<file path="src/sv/ppp_pkg.sv">
`timescale 1ns / 1ps
// Shared types, constants and helper functions for the path position block.
// Depends on nothing; every other file imports it.
package ppp_pkg;

  localparam int MAX_SEGMENTS = 16;
  localparam int CORDIC_STEPS = 16;
  localparam int ATAN_ENTRIES = 24;
  localparam int CORD_N = (CORDIC_STEPS < ATAN_ENTRIES) ? CORDIC_STEPS : ATAN_ENTRIES;
  localparam int IDX_W = (MAX_SEGMENTS > 1) ? $clog2(MAX_SEGMENTS) : 1;
  localparam int CNT_W = $clog2(MAX_SEGMENTS + 1);
  localparam int CYC_W = 16 + $clog2(MAX_SEGMENTS);
  localparam int STEP_W = $clog2(ATAN_ENTRIES);

  localparam int HALF_TURN = 180;
  localparam int Q16_ONE = 65536;
  localparam int CORDIC_K = 39797;
  localparam int FULL_Q = 2 * HALF_TURN * Q16_ONE;
  localparam int HALF_Q = HALF_TURN * Q16_ONE;
  localparam int QUARTER_Q = HALF_Q / 2;

  localparam int DIV_NW = 48;
  localparam int DIV_DW = 25;
  localparam int DIV_CW = $clog2(DIV_NW + 1);

  localparam logic [1:0] FN_APPEND = 2'd0;
  localparam logic [1:0] FN_QUERY = 2'd1;
  localparam logic [1:0] FN_CLEAR = 2'd2;

  typedef enum logic [1:0] {OP_APPEND, OP_QUERY, OP_CLEAR, OP_NOP} op_t;

  typedef enum logic [1:0] {ST_OK, ST_FULL, ST_ZERO, ST_EMPTY} st_t;

  typedef enum logic [4:0] {
    S_IDLE, S_EXEC, S_MOD, S_MODW, S_WALK,
    S_LM1, S_LM2, S_LDIV, S_LWAIT,
    S_AM1, S_ADIV, S_AWAIT, S_ARED, S_ARWAIT, S_AFOLD, S_ACOR, S_AM, S_ASUM,
    S_DONE
  } bstate_t;

  typedef struct packed {
    op_t         op;
    logic [12:0] sx;
    logic [12:0] sy;
    logic [12:0] ex;
    logic [12:0] ey;
    logic [15:0] dur;
    logic        arc;
    logic [11:0] rad;
    logic [31:0] qtime;
  } item_t;

  typedef struct packed {
    logic [12:0] sx;
    logic [12:0] sy;
    logic [12:0] ex;
    logic [12:0] ey;
    logic [15:0] dur;
    logic        arc;
    logic [11:0] rad;
  } seg_t;

  typedef struct packed {
    logic              start;
    logic [DIV_NW-1:0] num;
    logic [DIV_DW-1:0] den;
  } div_req_t;

  typedef struct packed {
    logic              done;
    logic [DIV_NW-1:0] quo;
    logic [DIV_DW-1:0] rem;
  } div_rsp_t;

  function automatic logic [21:0] atan_q16(input logic [STEP_W-1:0] i);
    logic [21:0] v;
    case (i)
      5'd0: v = 22'd2949120;
      5'd1: v = 22'd1740967;
      5'd2: v = 22'd919879;
      5'd3: v = 22'd466945;
      5'd4: v = 22'd234379;
      5'd5: v = 22'd117304;
      5'd6: v = 22'd58666;
      5'd7: v = 22'd29335;
      5'd8: v = 22'd14668;
      5'd9: v = 22'd7334;
      5'd10: v = 22'd3667;
      5'd11: v = 22'd1833;
      5'd12: v = 22'd917;
      5'd13: v = 22'd458;
      5'd14: v = 22'd229;
      5'd15: v = 22'd115;
      5'd16: v = 22'd57;
      5'd17: v = 22'd29;
      5'd18: v = 22'd14;
      5'd19: v = 22'd7;
      5'd20: v = 22'd4;
      5'd21: v = 22'd2;
      5'd22: v = 22'd1;
      default: v = 22'd0;
    endcase
    return v;
  endfunction

  function automatic logic signed [13:0] sat14(input logic signed [47:0] v);
    logic signed [13:0] r;
    if (v > 48'sd8191) r = 14'sd8191;
    else if (v < -48'sd8192) r = -14'sd8192;
    else r = v[13:0];
    return r;
  endfunction

endpackage

</file>
<file path="src/sv/ppp_front.sv">
`timescale 1ns / 1ps
// Front end: takes items, classifies the function code, hands items to the queue.
// Depends on ppp_pkg.
module ppp_front import ppp_pkg::*; (
  input  logic        clk,
  input  logic        rst_n,
  input  logic        start,
  output logic        busy,
  input  logic [1:0]  in_func,
  input  logic [12:0] in_start_x,
  input  logic [12:0] in_start_y,
  input  logic [12:0] in_end_x,
  input  logic [12:0] in_end_y,
  input  logic [15:0] in_duration,
  input  logic        in_is_arc,
  input  logic [11:0] in_radius,
  input  logic [31:0] in_query_time,
  input  logic        q_full,
  output logic        push,
  output item_t       push_item
);

  logic  hold_vld_r;
  item_t hold_r;
  item_t item_nxt;
  logic  accept;

  assign busy = hold_vld_r & q_full;
  assign accept = start & ~busy;
  assign push = hold_vld_r & ~q_full;
  assign push_item = hold_r;

  always_comb begin
    item_nxt.sx = in_start_x;
    item_nxt.sy = in_start_y;
    item_nxt.ex = in_end_x;
    item_nxt.ey = in_end_y;
    item_nxt.dur = in_duration;
    item_nxt.arc = in_is_arc;
    item_nxt.rad = in_radius;
    item_nxt.qtime = in_query_time;
    case (in_func)
      FN_APPEND: item_nxt.op = OP_APPEND;
      FN_QUERY: item_nxt.op = OP_QUERY;
      FN_CLEAR: item_nxt.op = OP_CLEAR;
      default: item_nxt.op = OP_NOP;
    endcase
  end

  always_ff @(posedge clk) begin
    if (!rst_n) begin
      hold_vld_r <= 1'b0;
    end else if (accept) begin
      hold_vld_r <= 1'b1;
    end else if (push) begin
      hold_vld_r <= 1'b0;
    end
  end

  always_ff @(posedge clk) begin
    if (accept) begin
      hold_r <= item_nxt;
    end
  end

endmodule

</file>
<file path="config.mk">
export PLATFORM = sky130hd
export DESIGN_NAME = ppp_front
export DESIGN_NICKNAME = d
export VERILOG_FILES = /design/src/sv/ppp_pkg.sv /design/src/sv/ppp_front.sv
export SDC_FILE = /design/constraint.sdc
export NUM_CORES = 1
export LEC_CHECK = 0
export BUFFER_PORTS_ARGS = -buffer_cell sky130_fd_sc_hd__buf_2
export CAP_MARGIN = 15
export CORE_MARGIN = 2
export CORE_UTILIZATION = 37
export DETAILED_ROUTE_END_ITERATION = 10
export PLACE_DENSITY_LB_ADDON = 0.15
export SLEW_MARGIN = 10
export SYNTH_ARGS = -nofsm -noshare
export SYNTH_HDL_FRONTEND = slang
export SYNTH_SLANG_ARGS = --single-unit
</file>
<file path="constraint.sdc">
create_clock -name clk -period 7.5 [get_ports clk]
set_clock_uncertainty 0.1 [all_clocks]
set_input_delay 1.125 -clock clk [delete_from_list [all_inputs] [get_ports clk]]
set_output_delay 1.125 -clock clk [all_outputs]
set_load 0.05 [all_outputs]
</file>
After elaboration in Yosys (flattened, before gate mapping) --
Cells that the tools add are included.
Word-level totals: bits of input ports 119, word-level logic and storage cells 22, register bits 116, output and inout port bits 117
Operators by class: mux-type cells 3, eq/ne operators 2, bitwise operators 5, reduce and logical (&&, ||, !) cells 2
Operator list (count):
- case mux 2 bit (3 select lines) | 1
- bitwise AND 1 bit | 3
- equality test 2 x 1 -> 1 bit, second input constant | 1
- equality test 2 bit, second input constant | 1
- logical NOT 2 bit | 1
- two-way mux 1 bit | 2
- NOT 1 bit | 2
- nonzero test 2 bit | 1

Depth between registers and ports, before layout --
depth after elaboration 4, mapped depth 2, gate-level depth less buffers 2

Least setup slack after synthesis --
Ideal clock, no wire load.
kind input to register, from input port q_full, to register hold_r, in the netlist push_item[0], enable pin, data arrival time 6.432 ns, path slack 0.365 ns, stages on the path 2, path buffers 0, library setup time 0.603 ns, data required time 6.797 ns, path through and2_4 > nor2b_1
Between the ends: word-level cells in the longest chain between the ends 3
Ends and longest elaborated chain:
- start: declaration | RTL line ppp_front.sv:18 | input logic q_full,
- bitwise AND 1 bit | RTL line ppp_front.sv:28 | assign busy = hold_vld_r & q_full;
- NOT 1 bit | RTL line ppp_front.sv:29 | assign accept = start & ~busy;
- bitwise AND 1 bit | RTL line ppp_front.sv:29
- via accept | RTL line ppp_front.sv:26 | logic accept;
- end signal: assignment | RTL line ppp_front.sv:62 | hold_r <= item_nxt;
- end: declaration | RTL line ppp_front.sv:24 | item_t hold_r;
The timed path passes the listed nets, and every way through them passes these cells. A chain may end at the register's enable or synchronous reset.

Worst setup path after layout --
from input port q_full, to register hold_r, in the netlist push_item[85], enable pin
Same word-level chain as after synthesis.

==> run metrics <==
starting DRC count in detailed routing=83; nets=494; Routed WL per cell=about 15 µm; First-pass DRT Iterations=4; n_diodes=0; final worst path period need=between 3 and 4 ns; initial antenna violation count=0; Synth Area per Inst=28.8 µm²; NetSw=0.431 mW; Reg2Reg Depth=3; GRT Residual Overflow=0; Post-Synthesis Net Count=around 240; Hold Buf Count CTS=0; Comb power frac=0.124; Placement Rows=35; Post-CTS Setup Bufs=0; crit path DAT=3.05 ns; # clock sinks=116; clk slew on worst S/H paths=0.05 ns; Port Buffer Count=235; depth of the worst hold-timing path=2; Clock Tree Root=clkbuf_8; Die Span Y=101 µm; Total GRT Usage=0.148; first-pass GRT wire length=10.9 mm; status=finished, final reports clean; PnR worst setup slack=4.45 ns; Setup TNS Final=0 ns; Hold Crit Class=reg -> reg; CTS tree=yes; Worst Setup End Kind=flip-flop; max_cap viols=0; vias=2150; final hold violations=0; Switching Share=0.253; Routed WL=7.68 mm; max-slew violation count=0; Setup violations, final=0; io pins=236; placed inst area=0.00486 mm²; overall power=1.70 mW; CTS Buf Count=17; Synth Warn #=0; mapped cell area=0.00351 mm²; clock share of power=0.424; Fmax=about 0.33 GHz; DRC Markers=0; #FFs+latches synth=116; Final Cycle Share=0.406; Worst Setup Path Type=in -> reg; Max clock buf depth=2; layout cell share with drive strength beyond 1=0.685; Cells after Synth=122; routed vias/inst=4.17; max_slew headroom=0.248; register area share after synthesis=0.989; Cell variety after synth=7; die footprint=between 0.01 and 0.015 mm²; worst vdd ir=142 µV; Clock Latency Late Sink=0.49 ns; largest net degree at the start of global routing=90; cell area after layout=0.00539 mm²; initial core utilization=0.380; internal power=1.27 mW; DIE WIDTH=101 µm; Crit Path Max Fanout=89; Core ar.=0.00924 mm²; post-route ant nets=0; Worst setup SP type=input port; GP Congestion=0.735; Leak=between 2 and 2.5 nW; H-tree levels=4; dpl ws=between 3 and 4 ns; P&R area growth vs syn=53.6%; cts repair resizes=0; Reg power frac=0.451; actual slew at the worst max-slew pin=1.13 ns; worst path required time=~7.5 ns; Power Dens Cells=315 mW/mm²; vias in the first global route=2140; RSZ-0062 raised after global routing=no
-- cell type report --
class	count	area (µm²)
Fill cell	745	3850
Sequential cell	116	3470
Timing Repair Buffer	236	1180
Clock buffer	19	422
Tap cell	129	161
Clock inverter	12	115
Multi-Input combinational cell	4	37.5
-- sequential cells by signal (all words and copies together), names as in the netlist --
name	count
push_item	115
hold_vld_r	1
-- stage by stage --
| step | hold WS [ns] | instances | util |
|---|---|---|---|
| 5_1_grt | 0.547 | 516 | 0.584 |
| 6_report | 0.508 | 516 | 0.584 |
| 4_1_cts | 0.514 | 516 | 0.584 |
| 2_1_floorplan | 0.584 | 122 | - |
| 3_3_place_gp | 0.487 | 485 | 0.526 |
| 3_5_place_dp | 0.502 | 485 | 0.526 |
-- worst max-delay path, cell delays in order --
cell and delay (ns):
buf_2 0.10, and2_4 0.16, nor2b_4 0.60, buf_4 0.93
-- synth_stat cells (all sizes together) --
| cell type | number | area [µm²] |
|---|---|---|
| dfxtp | 1 | 20.0 |
| o21a | 1 | 7.51 |
| nor2b | 1 | 6.26 |
| and2 | 1 | 8.76 |
| edfxtp | 115 | 3450 |
| clkbuf | 2 | 7.51 |
| and2b | 1 | 7.51 |
-- power by group through the flow --
| stage | logic (mW) | clock network, mW | registers (mW) |
|---|---|---|---|
| after CTS | 0.214 | 0.739 | 0.768 |
| after detailed placement | 0.214 | 0 | 0.781 |
| after floorplan | 0.0142 | 0 | 0.917 |
| after global routing | 0.221 | 0.766 | 0.771 |
| final | 0.212 | 0.721 | 0.768 |
| after global placement | 0.212 | 0 | 0.780 |
-- final timing paths --
kind                   endpoint       start  slack, ns
hold / removal       hold_vld_r  hold_vld_r       0.51
hold reg to reg      hold_vld_r  hold_vld_r       0.51
setup reg to reg  push_item[85]  hold_vld_r       4.91
setup / recovery  push_item[85]      q_full       4.45
-- per-layer routing --
layer,GRT usage,up-vias,part of all wire
met1,0.156,1014,0.36
met3,0.0725,13,0.088
met5,0,-,0
met4,0.0769,0,0.021
li1,-,1001,-
met2,0.247,122,0.53
-- kinds of logic (layout without fill, tap and decap cells) --
kind of cell | after synthesis | count (layout) | synth area share
AND/OR/NAND/NOR | 3 | 3 | 0.00642
buffers and inverters | 2 | 267 | 0.00214
flip-flops | 116 | 116 | 0.989
AO/OA/AOI/OAI | 1 | 1 | 0.00214
-- cell usage in the layout, fill, tap and decap left out --
cell type | Yosys | routed
clkinvlp_4 | 0 | 3
nor2b_4 | 0 | 1
and2_4 | 1 | 1
clkinv_1 | 0 | 2
clkbuf_8 | 0 | 1
clkbuf_16 | 0 | 16
buf_2 | 0 | 235
buf_4 | 0 | 1
bufinv_16 | 0 | 2
dfxtp_1 | 1 | 1
clkinv_2 | 0 | 5
and2b_1 | 1 | 1
o21a_1 | 1 | 1
clkbuf_1 | 2 | 2
edfxtp_1 | 115 | 115
(Power assumes the default switching activity.)
