**src/sv/ppp_pkg.sv**
```systemverilog
`timescale 1ns / 1ps
// Shared types, constants and helper functions for the path position block.
// Depends on nothing; every other file imports it.
package ppp_pkg;

  localparam int MAX_SEGMENTS = 16;
  localparam int CORDIC_STEPS = 16;
  localparam int ATAN_ENTRIES = 24;
  localparam int CORD_N = (CORDIC_STEPS < ATAN_ENTRIES) ? CORDIC_STEPS : ATAN_ENTRIES;
  localparam int IDX_W = (MAX_SEGMENTS > 1) ? $clog2(MAX_SEGMENTS) : 1;
  localparam int CNT_W = $clog2(MAX_SEGMENTS + 1);
  localparam int CYC_W = 16 + $clog2(MAX_SEGMENTS);
  localparam int STEP_W = $clog2(ATAN_ENTRIES);

  localparam int HALF_TURN = 180;
  localparam int Q16_ONE = 65536;
  localparam int CORDIC_K = 39797;
  localparam int FULL_Q = 2 * HALF_TURN * Q16_ONE;
  localparam int HALF_Q = HALF_TURN * Q16_ONE;
  localparam int QUARTER_Q = HALF_Q / 2;

  localparam int DIV_NW = 48;
  localparam int DIV_DW = 25;
  localparam int DIV_CW = $clog2(DIV_NW + 1);

  localparam logic [1:0] FN_APPEND = 2'd0;
  localparam logic [1:0] FN_QUERY = 2'd1;
  localparam logic [1:0] FN_CLEAR = 2'd2;

  typedef enum logic [1:0] {OP_APPEND, OP_QUERY, OP_CLEAR, OP_NOP} op_t;

  typedef enum logic [1:0] {ST_OK, ST_FULL, ST_ZERO, ST_EMPTY} st_t;

  typedef enum logic [4:0] {
    S_IDLE, S_EXEC, S_MOD, S_MODW, S_WALK,
    S_LM1, S_LM2, S_LDIV, S_LWAIT,
    S_AM1, S_ADIV, S_AWAIT, S_ARED, S_ARWAIT, S_AFOLD, S_ACOR, S_AM, S_ASUM,
    S_DONE
  } bstate_t;

  typedef struct packed {
    op_t         op;
    logic [12:0] sx;
    logic [12:0] sy;
    logic [12:0] ex;
    logic [12:0] ey;
    logic [15:0] dur;
    logic        arc;
    logic [11:0] rad;
    logic [31:0] qtime;
  } item_t;

  typedef struct packed {
    logic [12:0] sx;
    logic [12:0] sy;
    logic [12:0] ex;
    logic [12:0] ey;
    logic [15:0] dur;
    logic        arc;
    logic [11:0] rad;
  } seg_t;

  typedef struct packed {
    logic              start;
    logic [DIV_NW-1:0] num;
    logic [DIV_DW-1:0] den;
  } div_req_t;

  typedef struct packed {
    logic              done;
    logic [DIV_NW-1:0] quo;
    logic [DIV_DW-1:0] rem;
  } div_rsp_t;

  function automatic logic [21:0] atan_q16(input logic [STEP_W-1:0] i);
    logic [21:0] v;
    case (i)
      5'd0: v = 22'd2949120;
      5'd1: v = 22'd1740967;
      5'd2: v = 22'd919879;
      5'd3: v = 22'd466945;
      5'd4: v = 22'd234379;
      5'd5: v = 22'd117304;
      5'd6: v = 22'd58666;
      5'd7: v = 22'd29335;
      5'd8: v = 22'd14668;
      5'd9: v = 22'd7334;
      5'd10: v = 22'd3667;
      5'd11: v = 22'd1833;
      5'd12: v = 22'd917;
      5'd13: v = 22'd458;
      5'd14: v = 22'd229;
      5'd15: v = 22'd115;
      5'd16: v = 22'd57;
      5'd17: v = 22'd29;
      5'd18: v = 22'd14;
      5'd19: v = 22'd7;
      5'd20: v = 22'd4;
      5'd21: v = 22'd2;
      5'd22: v = 22'd1;
      default: v = 22'd0;
    endcase
    return v;
  endfunction

  function automatic logic signed [13:0] sat14(input logic signed [47:0] v);
    logic signed [13:0] r;
    if (v > 48'sd8191) r = 14'sd8191;
    else if (v < -48'sd8192) r = -14'sd8192;
    else r = v[13:0];
    return r;
  endfunction

endpackage

```
**src/sv/ppp_fifo.sv**
```systemverilog
`timescale 1ns / 1ps
// Two-entry item queue between front end and back end.
// Depends on ppp_pkg.
module ppp_fifo import ppp_pkg::*; (
  input  logic  clk,
  input  logic  rst_n,
  input  logic  push,
  input  item_t push_item,
  input  logic  pop,
  output logic  full,
  output logic  empty,
  output item_t rd_item
);

  item_t      mem_r [2];
  logic       wp_r;
  logic       rp_r;
  logic [1:0] cnt_r;

  assign full = (cnt_r == 2'd2);
  assign empty = (cnt_r == 2'd0);
  assign rd_item = mem_r[rp_r];

  always_ff @(posedge clk) begin
    if (!rst_n) begin
      wp_r <= 1'b0;
      rp_r <= 1'b0;
      cnt_r <= 2'd0;
    end else begin
      if (push) wp_r <= ~wp_r;
      if (pop) rp_r <= ~rp_r;
      if (push && !pop) cnt_r <= cnt_r + 2'd1;
      else if (pop && !push) cnt_r <= cnt_r - 2'd1;
    end
  end

  always_ff @(posedge clk) begin
    if (push) begin
      mem_r[wp_r] <= push_item;
    end
  end

endmodule

```
**config.mk**
```make
export PLATFORM = sky130hd
export DESIGN_NAME = ppp_fifo
export DESIGN_NICKNAME = d
export VERILOG_FILES = /design/src/sv/ppp_pkg.sv /design/src/sv/ppp_fifo.sv
export SDC_FILE = /design/constraint.sdc
export NUM_CORES = 1
export LEC_CHECK = 0
export BUFFER_PORTS_ARGS = -buffer_cell sky130_fd_sc_hd__buf_4
export CAP_MARGIN = 10
export CELL_PAD_IN_SITES_DETAIL_PLACEMENT = 0
export CELL_PAD_IN_SITES_GLOBAL_PLACEMENT = 2
export CORE_MARGIN = 2
export CORE_UTILIZATION = 35
export CTS_CLUSTER_DIAMETER = 120
export DETAILED_ROUTE_END_ITERATION = 7
export MAX_ROUTING_LAYER = met4
export PLACE_DENSITY = 0.8
export SYNTH_ARGS = -nofsm -noshare
export SYNTH_HDL_FRONTEND = slang
export SYNTH_SLANG_ARGS = --single-unit
```
**constraint.sdc**
```tcl
create_clock -name clk -period 6.2 [get_ports clk]
set_input_delay 0.62 -clock clk [delete_from_list [all_inputs] [get_ports clk]]
set_output_delay 0.62 -clock clk [all_outputs]
set_load 0.02 [all_outputs]
```
# Word-level counts from Yosys, hierarchy flattened
# Memory sizes are Yosys's and may differ from the RTL's. A register that Yosys moved wholly into a read port is not among the register bits.
# Cells that the tools add are included.
[classes]
reduce_logical = 6
eq_ne = 1
n_addsub = 2
bitwise = 2
mux = 6
[ops]
columns = ["cell", "count"]
rows = [
  ["$mux W1", 4],
  ["$mux W2", 2],
  ["$add A2 B1 Y2 const B", 1],
  ["$eq A2 B2 Y1 const B", 1],
  ["$logic_and A1 B1 Y1", 2],
  ["$logic_not A1 Y1", 2],
  ["$logic_not A2 Y1", 1],
  ["$not A1 Y1", 2],
  ["$reduce_bool A2 Y1", 1],
  ["$sub A2 B1 Y2 const B", 1],
]
[totals]
register_bits = 4
ram_bits = 230
memories = 1
out_inout_bits = 117
elab_cells = 21
input_bits = 119
[mem_list]
columns = ["name", "depth", "width", "rd", "rd_clocked_by_memory_dff", "write_ports", "line_no", "rtl"]
rows = [
  ["mem_r", 2, 115, 1, 1, 1, "ppp_fifo.sv:15", "item_t mem_r [2];"],
]

# Logic depth before layout (Yosys ltp)
# Gate-level depths: netlist of the first run.
[depth]
ltp_word = 4
mapped_depth = 5
depth_no_buf = 5

# Least setup slack after synthesis of the first run
# No wires, ideal clock.
[synth_timing]
kind = "input to register"
start = "in push"
end = "mem mem_r[0][0] (netlist name), enable pin"
cell_stages = 1
path_buffers = 0
setup_time_ps = 604
arrival_ps = 5644
slack_ps = -48
cell_sequence = "nor2b_1"
[synth_between]
elab_chain_cells = 2
[synth_rtl]
columns = ["item", "line_no", "rtl"]
rows = [
  ["start: declaration", "ppp_fifo.sv:7", "input logic push,"],
  ["$mux W1", "ppp_fifo.sv:38", "if (push) begin"],
  ["$mux W1 (implied by the code)", "ppp_fifo.sv:39", "mem_r[wp_r] <= push_item;"],
  ["end: declaration", "ppp_fifo.sv:15", ""],
]
# No other way between the ends.

==> flow_metrics.env, run 1 <==
export IMPL_yosysSeqAreaShare_pct=80.4
export IMPL_numCtsBuffers=25
export IMPL_critPathBufInv=2
export IMPL_netlist_cell_type_count=17
export IMPL_max_freq_mhz=338
export IMPL_fin_nets=754
export IMPL_cp_arrival_ns=2.34
export IMPL_start_kind="flop"
export IMPL_synthFlopType="edfxtp_1"
export IMPL_cp_required_ns=5.58
export IMPL_vias=4396
export IMPL_grt_pass1_wl_um=25500
export IMPL_cp_max_fo=44
export IMPL_async_flop_share_pct=0
export IMPL_tightest_slew_ns=0.984
export IMPL_dieWidth_um=162
export IMPL_cp_end_kind="primary output"
export IMPL_io_buffers=235
export IMPL_rows=57
export IMPL_finalHoldViolations=0
export IMPL_dp_hpwl_um=11100
export IMPL_drt_initial_drc_count=163
export IMPL_grt_pass1_vias=4749
export IMPL_cts_resized=0
export IMPL_ant_nets=0
export IMPL_cts_tree="done"
export IMPL_p_leak_nw=4.39
export IMPL_drt_pass1_iter_count=4
export IMPL_tns_ns=0
export IMPL_track_usage_pct=12.7
export IMPL_detailedPlace_worstSlack_ns=3.54
export IMPL_grt_max_degree=73
export IMPL_slew_headroom_pct=34.4
export IMPL_coreArea_mm2=0.0244
export IMPL_root_buffer="clkbuf_16"
export IMPL_layout_drive_gt1_share_pct=59.4
export IMPL_fp_dieArea_mm2=0.0262
export IMPL_synth_edf_count=230
export IMPL_grt_overflow_total=0
export IMPL_drc=0
export IMPL_area_growth_pct=32.7
export IMPL_synth_top_cell_area_share_pct=79.3
export IMPL_cp_common_cell="buf_4"
export IMPL_grt_setup_unrepaired="no"
export IMPL_cap_violations=0
export IMPL_ys_seq_elements=235
export IMPL_dieHeight_um=162
export IMPL_fillers=2076
export IMPL_vdd_drop_max_mv=0.227
export IMPL_worstPathCellList="buf_4 -> mux2_2 -> buf_4"
export IMPL_drv_slew=0
export IMPL_hold_path_class="in -> reg"
export IMPL_ctsHoldBuffers=0
export IMPL_finalSetupViolCount=0
export IMPL_cts_setup_buffers=0
export IMPL_worstReg2RegStart="wp_r"
export IMPL_min_period_over_period_pct=47.7
export IMPL_diodes=0
export IMPL_pin_count=236
export IMPL_synthCells=380
export IMPL_htreeDepth=1
export IMPL_drt_wl_total_um=16800
export IMPL_ys_warn_count=0
export IMPL_yosys_top_cells_area="edfxtp_1 79%, mux2_4 8.6%, mux2_2 8.4%"
export IMPL_synth_largest_area_cell="edfxtp_1"
export IMPL_pwr_density_cell_mw_per_mm2=319
export IMPL_crit_family="buffers and inverters"
export IMPL_initial_core_util_pct=35.7
export IMPL_worstSetupPathType="reg -> out"
export IMPL_worst_slack_ns=3.24
export IMPL_finalCriticalPeriod_ns=2.96
export IMPL_antenna_found_initial=0
export IMPL_avgViaCountPerCell=4.50
export IMPL_outcome="complete, no violations"
export IMPL_synthesis_area_mm2=0.00871
export IMPL_cts_clk_slew_worst_paths_ns=0.06
export IMPL_clock_latency_ns=0.51
export IMPL_fin_skew_ns=0.0140
export IMPL_syn_num_nets=500
export IMPL_avgRoutedWirePerCell_um=17.2
export IMPL_avgSynthCellArea_um2=22.9
export IMPL_cts_sinks=235
export IMPL_cts_buffer_depth=3
export IMPL_place_congestion=0.733
export IMPL_cp_slowest_cell="buf_4"
export IMPL_cpPeakStageDelay_ns=0.68
export IMPL_worstHoldStart="push_item[83]"
## placed cells by master (no fill, tap or decap), drive strengths merged
| master | netlist | routed |
|---|---|---|
| buf | 13 | 240 |
| edfxtp | 230 | 230 |
| mux2 | 115 | 115 |
| clkbuf | 0 | 39 |
| clkinv | 0 | 5 |
| dfxtp | 5 | 5 |
| and2 | 4 | 4 |
| nor2b | 3 | 3 |
| xor2 | 2 | 2 |
| inv | 1 | 2 |
| nor2 | 1 | 1 |
| xnor2 | 1 | 1 |
| o21a | 1 | 1 |
| o21ai | 1 | 1 |
| or3 | 1 | 1 |
| a21boi | 1 | 1 |
| ha | 1 | 1 |
| clkinvlp | 0 | 1 |
## state kept, by name, summed over array words and instances, names as in the netlist, named ones only
| register | count |
|---|---|
| mem_r | 230 |
| cnt_r | 2 |
| wp_r | 1 |
| rp_r | 1 |
## area by class of cell
| cell class | count | area, µm² | share of cell area, % |
|---|---|---|---|
| clock buffers | 39 | 698 | 6.04 |
| clock inverters | 7 | 36.3 | 0.314 |
| inverters | 1 | 3.75 | 0.0325 |
| multi-input cells | 131 | 1610 | 13.9 |
| flip-flops and latches | 235 | 7010 | 60.6 |
| well taps | 324 | 405 | 3.51 |
| repair buffers | 240 | 1800 | 15.6 |
## cell usage after synthesis, types with 2 or more instances
master / number
xor2_1: 2
and2_1: 4
edfxtp_1: 230
dfxtp_1: 5
buf_6: 7
buf_2: 6
mux2_4: 50
mux2_2: 65
nor2b_1: 3
## per-layer routing
metal | share of wire, % | GRT usage, % | routed length [µm]
met2 | 50 | 21.6 | 8400
met5 | 0 | - | 0
met1 | 40 | 14.8 | 6710
met4 | 2.8 | 3.70 | 473
met3 | 7.4 | 3.60 | 1250
## worst paths after layout
| path | end | slack (ns) | cells past startpoint |
|---|---|---|---|
| max | rd_item[114] | 3.24 | 3 |
| min | mem_r[0][83] | 0.29 | 1 |
| min reg2reg | cnt_r[1] | 0.52 | 2 |
| max reg2reg | mem_r[1][66] | 3.93 | 2 |
## power breakdown
part | switching [mW] | internal [mW] | total [mW] | leakage [nW]
Combinational | 0.254 | 0.249 | 0.503 | 1.83
Clock | 0.553 | 0.771 | 1.32 | 0.351
Sequential | 0.0238 | 1.84 | 1.86 | 2.20
Total | 0.830 | 2.86 | 3.69 | 4.39
## logic make-up after synthesis
| kind of cell | after synthesis | synth area share, % |
|---|---|---|
| buffers and inverters | 14 | 1.29 |
| adder cells (fa/ha/maj) | 1 | 0.144 |
| XOR/XNOR | 3 | 0.302 |
| AND/OR/NAND/NOR | 9 | 0.617 |
| flip-flops | 235 | 80.4 |
| AO/OA/AOI/OAI | 3 | 0.230 |
| multiplexers | 115 | 17.0 |
## metrics by stage
stage	cell area [µm²]	power [mW]	hold slack, ns	std cells	util, %
final	11600	3.69	0.290	977	47.4
after global routing	11600	3.84	0.263	977	47.4
after CTS	11600	3.75	0.256	977	47.4
after detailed placement	10800	2.41	0.509	931	44.4
after global placement	10800	2.39	0.481	931	44.4
after floorplan	8720	2.19	0.466	380	-
Power figures use the tool's default switching activity.
==> inputs of run 2 (changes only) <==
- clock period: 6.2 -> 2.65 ns (I/O delays scaled with it)
==> flow_metrics.env, run 2 (synthesis results as in run 1) <==
export IMPL_outcome="complete, no violations"
export IMPL_cp_max_fo=40
export IMPL_pwr_density_cell_mw_per_mm2=728
export IMPL_finalSetupViolCount=0
export IMPL_dieWidth_um=162
export IMPL_area_growth_pct=48.6
export IMPL_initial_core_util_pct=35.7
export IMPL_drt_pass1_iter_count=4
export IMPL_worst_slack_ns=0.323
export IMPL_place_congestion=0.723
export IMPL_p_leak_nw=4.97
export IMPL_cp_slowest_cell="dfxtp_4"
export IMPL_cts_buffer_depth=3
export IMPL_cap_violations=0
export IMPL_fillers=1969
export IMPL_clock_latency_ns=0.51
export IMPL_fp_dieArea_mm2=0.0262
export IMPL_pin_count=236
export IMPL_fin_nets=870
export IMPL_finalHoldViolations=0
export IMPL_dp_hpwl_um=11000
export IMPL_slew_headroom_pct=50.3
export IMPL_htreeDepth=1
export IMPL_vias=4784
export IMPL_post_route_util_pct=53.1
export IMPL_min_period_over_period_pct=87.8
export IMPL_drv_slew=0
export IMPL_grt_overflow_total=0
export IMPL_avgRoutedWirePerCell_um=16.1
export IMPL_detailedPlace_worstSlack_ns=0.832
export IMPL_numCtsBuffers=24
export IMPL_cts_sinks=235
export IMPL_worstSetupPathType="reg -> out"
export IMPL_drc=0
export IMPL_drt_initial_drc_count=228
export IMPL_root_buffer="clkbuf_16"
export IMPL_max_freq_mhz=430
export IMPL_tns_ns=0
export IMPL_grt_max_degree=71
export IMPL_placed_area_mm2=0.0109
export IMPL_avgViaCountPerCell=4.38
export IMPL_largestRegisters="mem_r (230), cnt_r (2)"
export IMPL_fin_skew_ns=0.0138
export IMPL_vdd_drop_max_mv=0.533
export IMPL_cts_setup_buffers=0
export IMPL_stdcell_area_mm2=0.0130
export IMPL_cp_arrival_ns=2.06
export IMPL_tightest_slew_ns=0.746
export IMPL_ant_nets=0
export IMPL_grt_pass1_vias=5296
export IMPL_p_total_mw=9.42
export IMPL_worstPathCellList="buf_12 -> mux2_2 -> buf_4"
export IMPL_cp_end_kind="primary output"
export IMPL_largest_reg_flops=230
export IMPL_cp_required_ns=2.38
export IMPL_regMostFlops="mem_r"
export IMPL_grt_pass1_wl_um=27200
export IMPL_drt_wl_total_um=17600
export IMPL_layout_drive_gt1_share_pct=51.6
export IMPL_dp_cells=932
export IMPL_io_buffers=235
export IMPL_cts_resized=0
export IMPL_grt_setup_unrepaired="no"
export IMPL_cts_clk_slew_worst_paths_ns=0.06
export IMPL_hold_path_class="in -> reg"
export IMPL_start_kind="flop"
export IMPL_mostFrequentLayoutCell="buf_4"
export IMPL_stdcell_count=1093
export IMPL_cts_tree="done"
export IMPL_cpPeakStageDelay_ns=0.63
export IMPL_track_usage_pct=13.4
export IMPL_antenna_found_initial=1
export IMPL_finalCriticalPeriod_ns=2.33
export IMPL_dieHeight_um=162
export IMPL_rows=57
export IMPL_coreArea_mm2=0.0244
export IMPL_hold_ws_ns=0.0937
export IMPL_layout_common_cells="236 x buf_4, 230 x edfxtp_1, 116 x dlygate4sd3_1"
[run 2: cell types whose count changed in the layout (fill, tap and decap cells not counted), sizes merged]
cell / previous run / this run
buf: 240 / 241
bufinv: 0 / 7
clkbuf: 39 / 27
clkinv: 5 / 8
clkinvlp: 1 / 2
diode: 0 / 1
dlygate4sd3: 0 / 116
inv: 2 / 1
[run 2: timing repair]
item,4_1_cts,5_1_grt
setup endpoints to repair,0,0
endpoints found under the hold margin,234,0
hold buffers,116,0
[run 2: path summary, 6_finish.rpt]
path	start	endpoint	slack, ns	depth (start not counted)
worst max-delay path	flop	rd_item[108]	0.32	3
worst min-delay path	pop	flop	0.09	3
worst max register to register	wp_r	mem_r[0][87]	1.14	2
worst min register to register	cnt_r[1]	cnt_r[1]	0.50	2
[run 2: worst max-delay path: cells and delay by family (launching register included)]
kind | cells | cell delay [ns]
buf+inv | 2 | 0.50
flops | 1 | 0.63
mux | 1 | 0.38
[run 2: power breakdown]
part	internal, mW	leakage, nW	total, mW	switching (mW)
clock network	2.39	0.429	3.74	1.34
registers	4.30	2.20	4.36	0.0648
logic	0.708	2.34	1.33	0.618
total	7.40	4.97	9.42	2.03
[run 2: layout make-up]
| class | instances | area (µm²) | share of cell area [%] |
|---|---|---|---|
| flip-flops and latches | 235 | 7010 | 54.1 |
| repair buffers | 357 | 3030 | 23.4 |
| multi-input cells | 131 | 1610 | 12.4 |
| clock buffers | 27 | 633 | 4.89 |
| well taps | 324 | 405 | 3.13 |
| clock inverters | 17 | 259 | 2.00 |
| inverters | 1 | 3.75 | 0.0290 |
| diodes | 1 | 2.50 | 0.0193 |
[run 2: per-layer routing]
layer	vias to the layer above	part of all wire, %	global-route usage [%]
met2	178	49	22.3
met3	48	6.9	3.22
met1	2310	41	16.1
met4	0	3.4	4.71
li1	2248	-	-
met5	-	0	-
